**config.mk**
```make
export PLATFORM = sky130hd
export DESIGN_NAME = lru_page_replacement_core
export DESIGN_NICKNAME = d
export VERILOG_FILES = /design/src/sv/lrupr_pkg.sv /design/src/sv/lrupr_cell.sv /design/src/sv/lru_page_replacement_core.sv
export SDC_FILE = /design/constraint.sdc
export NUM_CORES = 1
export LEC_CHECK = 0
export BUFFER_PORTS_ARGS = -buffer_cell sky130_fd_sc_hd__buf_2
export CAP_MARGIN = 20
export CELL_PAD_IN_SITES_DETAIL_PLACEMENT = 0
export CELL_PAD_IN_SITES_GLOBAL_PLACEMENT = 1
export CORE_ASPECT_RATIO = 1.75
export CORE_MARGIN = 4
export CORE_UTILIZATION = 43
export DETAILED_ROUTE_END_ITERATION = 12
export PLACE_DENSITY_LB_ADDON = 0.1
export SYNTH_ARGS = -nofsm -noshare
export SYNTH_HDL_FRONTEND = slang
export SYNTH_SLANG_ARGS = --single-unit
```
**constraint.sdc**
```tcl
create_clock -name i_clk -period 4.4 [get_ports i_clk]
set_input_delay 0 -clock i_clk [delete_from_list [all_inputs] [get_ports i_clk]]
set_output_delay 0 -clock i_clk [all_outputs]
set_load 0.02 [all_outputs]
```
**src/sv/lrupr_pkg.sv**
```systemverilog
`timescale 1ns / 1ps

package lrupr_pkg;

    // Geometry
    localparam int FRAMES    = 4;
    localparam int PAGE_BITS = 16;
    localparam int RANK_W    = (FRAMES > 1) ? $clog2(FRAMES) : 1;
    localparam int IDX_W     = RANK_W;
    localparam int SLOT_W    = 2;
    localparam int COUNT_W   = 32;

    typedef logic [RANK_W-1:0]    t_rank;
    typedef logic [IDX_W-1:0]     t_idx;
    typedef logic [PAGE_BITS-1:0] t_page;
    typedef logic [COUNT_W-1:0]   t_count;

    // Most recently used rank
    localparam t_rank RANK_MRU = t_rank'(FRAMES - 1);

    // Update command broadcast to every cell
    typedef struct packed {
        logic  en;        // a transaction is being accepted this cycle
        logic  load;      // miss: selected cell takes the new page
        t_rank old_rank;  // rank the selected cell held before the update
    } t_cell_cmd;

    // Status reported by each cell
    typedef struct packed {
        logic  match;     // valid and holds the looked-up page
        logic  lru;       // rank is zero
        t_rank rank;
    } t_cell_stat;

endpackage

```
**src/sv/lrupr_cell.sv**
```systemverilog
`timescale 1ns / 1ps

module lrupr_cell (
    input  logic                  i_clk,
    input  logic                  i_rst_n,
    input  lrupr_pkg::t_rank      i_home_rank,
    input  lrupr_pkg::t_page      i_page,
    input  logic                  i_empty_before,
    output logic                  o_empty_before,
    output logic                  o_first_empty,
    input  logic                  i_sel,
    input  lrupr_pkg::t_cell_cmd  i_cmd,
    output lrupr_pkg::t_cell_stat o_stat
);

    lrupr_pkg::t_page r_page;
    logic             r_valid;
    logic             n_valid;
    lrupr_pkg::t_rank r_rank;
    lrupr_pkg::t_rank n_rank;

    // Empty-frame priority chain: first empty frame wins
    assign o_empty_before = i_empty_before | ~r_valid;
    assign o_first_empty  = ~r_valid & ~i_empty_before;

    // Lookup status
    assign o_stat.match = r_valid && (r_page == i_page);
    assign o_stat.lru   = (r_rank == '0);
    assign o_stat.rank  = r_rank;

    // Recency update: selected cell becomes newest, younger ones shift down
    always_comb begin
        n_valid = r_valid;
        n_rank  = r_rank;
        if (i_cmd.en) begin
            if (i_sel) begin
                n_rank = lrupr_pkg::RANK_MRU;
                if (i_cmd.load) begin
                    n_valid = 1'b1;
                end
            end else if (r_rank > i_cmd.old_rank) begin
                n_rank = r_rank - 1'b1;
            end
        end
    end

    always_ff @(posedge i_clk) begin
        if (!i_rst_n) begin
            r_valid <= 1'b0;
            r_rank  <= i_home_rank;
        end else begin
            r_valid <= n_valid;
            r_rank  <= n_rank;
        end
    end

    // Page store, written on a miss
    always_ff @(posedge i_clk) begin
        if (i_cmd.en && i_cmd.load && i_sel) begin
            r_page <= i_page;
        end
    end

endmodule

```
**src/sv/lru_page_replacement_core.sv**
```systemverilog
// Each result is registered and presented in the cycle after its input is accepted.
// Throughput: one page reference per cycle unless output stalls; lookup, victim choice
//   and recency update all complete in a single pass across the frame cell chain.
// Output register: input is taken whenever the result slot is empty or drained.
// Reset (synchronous, active low): all frames empty, ranks equal frame index,
//   fault count zero, no result pending.
`timescale 1ns / 1ps

module lru_page_replacement_core (
    input  logic        i_clk,
    input  logic        i_rst_n,
    input  logic        i_in_valid,
    output logic        o_in_ready,
    input  logic [15:0] i_page,
    output logic        o_out_valid,
    input  logic        i_out_ready,
    output logic        o_fault,
    output logic [1:0]  o_slot,
    output logic [31:0] o_fault_count
);

    localparam int F = lrupr_pkg::FRAMES;

    logic                  accept;
    logic [F:0]            empty_chain;
    logic [F-1:0]          first_empty;
    logic [F-1:0]          match_vec;
    logic [F-1:0]          lru_vec;
    logic [F-1:0]          sel;
    lrupr_pkg::t_cell_stat stat [F];
    lrupr_pkg::t_cell_cmd  cmd;
    lrupr_pkg::t_idx       chosen;
    lrupr_pkg::t_rank      old_rank;
    logic                  hit;
    logic                  any_empty;

    logic                  r_out_valid;
    logic                  r_fault;
    logic [1:0]            r_slot;
    logic [1:0]            n_slot;
    lrupr_pkg::t_count     r_count;
    lrupr_pkg::t_count     n_count;
    logic [lrupr_pkg::SLOT_W+lrupr_pkg::IDX_W-1:0] slot_wide;

    assign o_in_ready = ~r_out_valid | i_out_ready;
    assign accept     = i_in_valid & o_in_ready;

    // Chain of frame cells
    assign empty_chain[0] = 1'b0;
    for (genvar g = 0; g < F; g++) begin : g_cell
        lrupr_cell u_cell (
            .i_clk          (i_clk),
            .i_rst_n        (i_rst_n),
            .i_home_rank    (lrupr_pkg::t_rank'(g)),
            .i_page         (i_page),
            .i_empty_before (empty_chain[g]),
            .o_empty_before (empty_chain[g+1]),
            .o_first_empty  (first_empty[g]),
            .i_sel          (sel[g]),
            .i_cmd          (cmd),
            .o_stat         (stat[g])
        );
        assign match_vec[g] = stat[g].match;
        assign lru_vec[g]   = stat[g].lru;
    end

    assign hit       = |match_vec;
    assign any_empty = empty_chain[F];

    // Frame selection: hit, else first empty, else least recently used
    always_comb begin
        if (hit) begin
            sel = match_vec;
        end else if (any_empty) begin
            sel = first_empty;
        end else begin
            sel = lru_vec;
        end
    end

    // Encode selected frame and fetch its rank
    always_comb begin
        chosen   = '0;
        old_rank = '0;
        for (int i = 0; i < F; i++) begin
            if (sel[i]) begin
                chosen   = chosen | lrupr_pkg::t_idx'(i);
                old_rank = old_rank | stat[i].rank;
            end
        end
    end

    assign cmd.en       = accept;
    assign cmd.load     = ~hit;
    assign cmd.old_rank = old_rank;

    // Saturating fault counter
    always_comb begin
        n_count = r_count;
        if (!hit && (r_count != '1)) begin
            n_count = r_count + 1'b1;
        end
    end

    assign slot_wide = {{lrupr_pkg::SLOT_W{1'b0}}, chosen};
    assign n_slot    = slot_wide[lrupr_pkg::SLOT_W-1:0];

    // Result register and counter
    always_ff @(posedge i_clk) begin
        if (!i_rst_n) begin
            r_out_valid <= 1'b0;
            r_count     <= '0;
        end else begin
            if (accept) begin
                r_out_valid <= 1'b1;
                r_count     <= n_count;
            end else if (i_out_ready) begin
                r_out_valid <= 1'b0;
            end
        end
    end

    always_ff @(posedge i_clk) begin
        if (accept) begin
            r_fault <= ~hit;
            r_slot  <= n_slot;
        end
    end

    assign o_out_valid   = r_out_valid;
    assign o_fault       = r_fault;
    assign o_slot        = r_slot;
    assign o_fault_count = r_count;

endmodule

```
==> flow_summary.yaml <==
outcome:
  run_status: "finished with violations"
  violations: "negative hold slack"
yosys:
  yosysWarnings: 0
  synth_compound_area_frac: 0.114
  synth.distinct_cells: 57
  synth_ff_type: "edfxtp_1"
  synthSimpleGateAreaFrac: 0.191
  avgSynthCellArea_um2: 10.9
  synth_area_um2: 5540
  synthArstFlopShare: 0
  synth_top_family_by_area: "simple AND/OR/NAND/NOR gates"
  synth_xor_area_frac: 0.106
  synth-seq-cells: 112
  ys_seq_area_frac: 0.526
  netlist_top_cells_count: "67 x edfxtp_1, 51 x xnor2_1, 45 x dfxtp_1"
  syn_inst: 508
  synthTopCellsByArea: "edfxtp_1 36%, dfxtp_1 16%, xnor2_1 8.1%, a21oi_1 3.1%, ha_1 2.9%"
  synth.most_common_cell: "edfxtp_1"
  synth_nets: 541
  muxShareOfSynthArea: 0.00181
  synth_edf_count: 67
  synthAdderAreaFrac: 0.0294
  yosys.area.top_type_share: 0.363
  synth_largest_area_cell: "edfxtp_1"
place:
  io_buffer_count: 56
  dp_hpwl_um: 10700
  dpl_cell_area_um2: 6020
  gp_congestion: 0.830
sta:
  min_period_ns: 3.91
  rsz0062_at_grt: "false"
  hold_viol: 4
  setup_viol: 0
  clock.fmax_mhz: 256
  worst_slew_pin_slew_ns: 0.702
  slew_headroom: 0.528
  hold_slack_ns: -0.00301
  slew_viol_final: 0
  period_share: 0.888
  fin_skew_ns: 0.0111
  tns_ns: 0
floorplan:
  placementRows: 54
  io-pin-count: 57
  dieHeight_um: 158
  start_util: 0.441
  die_area_um2: 14800
  die_x_um: 93.8
  coreArea_um2: 12600
clocking:
  cts_buffers: 9
  cts-root-buf: "clkbuf_16"
  post_cts_buffers: 0
  cts_buffer_depth: 2
  clock-sinks: 112
  clkLatencyLatePin_ns: 0.35
  ctsHtreeMaxLevel: 3
  clk_pin_slew_worst_paths_ns: 0.08
  tritoncts: "built"
drt:
  wirelength_um: 14300
  wl_per_cell_um: 19.0
  drc: 0
  firstDrtPassIters: 4
  drtIter0Drc: 182
  vias: 4244
  routed_via_density: 5.64
  drtAntennaViolNets: 0
finish:
  final_core_util: 0.512
  stdcell_area_um2: 6430
  n_antenna_cell: 0
  drive_gt1_frac: 0.164
  layout.nets: 613
  n_fill_cell: 1193
  area_growth_pct: 16.1
critical_path:
  cp-end-kind: "register"
  cp.required_ns: 4.66
  arrival_ns: 4.17
  cp_max_fo: 7
  start_kind: "register"
  crit_type: "reg -> reg"
grt:
  grt_usage: 0.201
  antenna_found_initial: 0
  grt_pass1_wl_um: 22700
  overflow: 0
  grt_pass1_vias: 4272
  grt_max_degree: 36
pwr:
  swShare: 0.277
  p_int_mw: 1.69
  comb_power_share: 0.139
  ir_drop_mv: 0.196
  clockPowerShare: 0.350
  p_seq_frac: 0.510
  p_leak_nw: 2.24
  pwr_density_cell_nw_per_um2: 363
  switchingPower_mw: 0.648
  power_mw: 2.34
min_path:
  holdCritPathClass: "in -> reg"
run:
  drv_cap: 0
[metal layers]
metal / vias to the layer above / global-route usage / part of all wire
li1: 2060 / - / -
met1: 2088 / 0.212 / 0.38
met2: 74 / 0.392 / 0.57
met3: 22 / 0.0262 / 0.027
met4: 0 / 0.0771 / 0.026
met5: - / 0 / 0
[critical path: stages, from the launching register on]
cell	delay [ns]
edfxtp_1	0.38
xor2_1	0.16
or4b_1	0.54
nor4_1	0.37
a32oi_1	0.27
a21o_1	0.36
a221oi_1	0.32
o211ai_1	0.24
ha_1	0.34
a211oi_1	0.41
o31ai_1	0.13
a221oi_1	0.31
[timing repair]
item / CTS / global route
hold buffers: 12 / 0
endpoints found under the hold margin: 41 / 0
gates resized for setup: 0 / 0
[flip-flops by register name (all words and copies together), names as in the netlist]
register               flops
g_cell.u_cell.r_page      64
o_slot                     2
o_out_valid                1
g_cell.u_cell.r_rank       8
o_fault_count             32
g_cell.u_cell.r_valid      4
o_fault                    1
[path summary, 6_finish.rpt]
kind / from / to / slack, ns / cells after the start
setup / recovery: g_cell[3].u_cell.r_page[1] / g_cell[2].u_cell.r_rank[0] / 0.49 / 11
hold reg to reg: o_fault_count[27] / o_fault_count[27] / 0.49 / 2
setup reg to reg: g_cell[3].u_cell.r_page[1] / g_cell[2].u_cell.r_rank[0] / 0.49 / 11
hold / removal: i_page[1] / g_cell[3].u_cell.r_page[1] / -0.003 / 1
[kinds of logic (layout without fill, tap and decap cells)]
group | after synthesis | count (layout)
AOI/OAI and AO/OA | 99 | 99
buffers and inverters | 40 | 117
muxes | 1 | 1
adders and majority gates | 13 | 13
DFF | 112 | 112
xor gates and xnor gates | 67 | 67
and+or+nand+nor | 176 | 176
[placed cells by master, fill, tap and decap left out, types with 4 or more instances in the layout]
cell type      netlist  final
ha_1                13     13
nand4_1             22     22
clkbuf_16            0      9
or3_1               13     13
nand2b_1             4      4
buf_2                4     56
nand3_1             24     24
buf_4                1     11
nand4bb_1            4      4
dfxtp_1             45     45
nor2_1              17     17
and4_1               5      5
xor2_1              16     16
nand2_1             32     32
a221oi_1             5      5
o21ai_0             20     20
edfxtp_1            67     67
or4_1               13     13
inv_1               20     20
xnor2_1             51     51
a211oi_1             8      8
nor4_1              10     10
and2_1               7      7
a21oi_1             34     34
o31ai_1             12     12
dlygate4sd3_1        0     12
[through the flow]
stage | worst slack (ns) | hold WS [ns] | cells
3_5_place_dp | 0.515 | 0.257 | 725
6_report | 0.494 | -0.00301 | 753
4_1_cts | 0.447 | 0.00312 | 753
3_3_place_gp | 0.630 | 0.248 | 725
2_1_floorplan | 1.04 | 0.0989 | 508
5_1_grt | 0.206 | 0.00217 | 753
[power by group through the flow]
stage                     Clock (mW)  Combinational (mW)  Sequential (mW)
after floorplan                    0               0.220             1.21
after global placement             0               0.313             1.21
after detailed placement           0               0.321             1.22
after CTS                      0.841               0.330             1.19
after global routing           0.883               0.366             1.20
final                          0.818               0.326             1.19
[final cells by class]
| cell class | instances | area (µm²) | area share |
|---|---|---|---|
| multi-input combinational | 356 | 2450 | 0.380 |
| clock inverter | 7 | 71.3 | 0.0111 |
| sequential | 112 | 2910 | 0.453 |
| tap | 168 | 210 | 0.0327 |
| inverter | 22 | 82.6 | 0.0128 |
| clock buffer | 9 | 225 | 0.0350 |
| timing repair buffer | 79 | 483 | 0.0751 |
No activity file was read; power rests on OpenSTA's default activity.
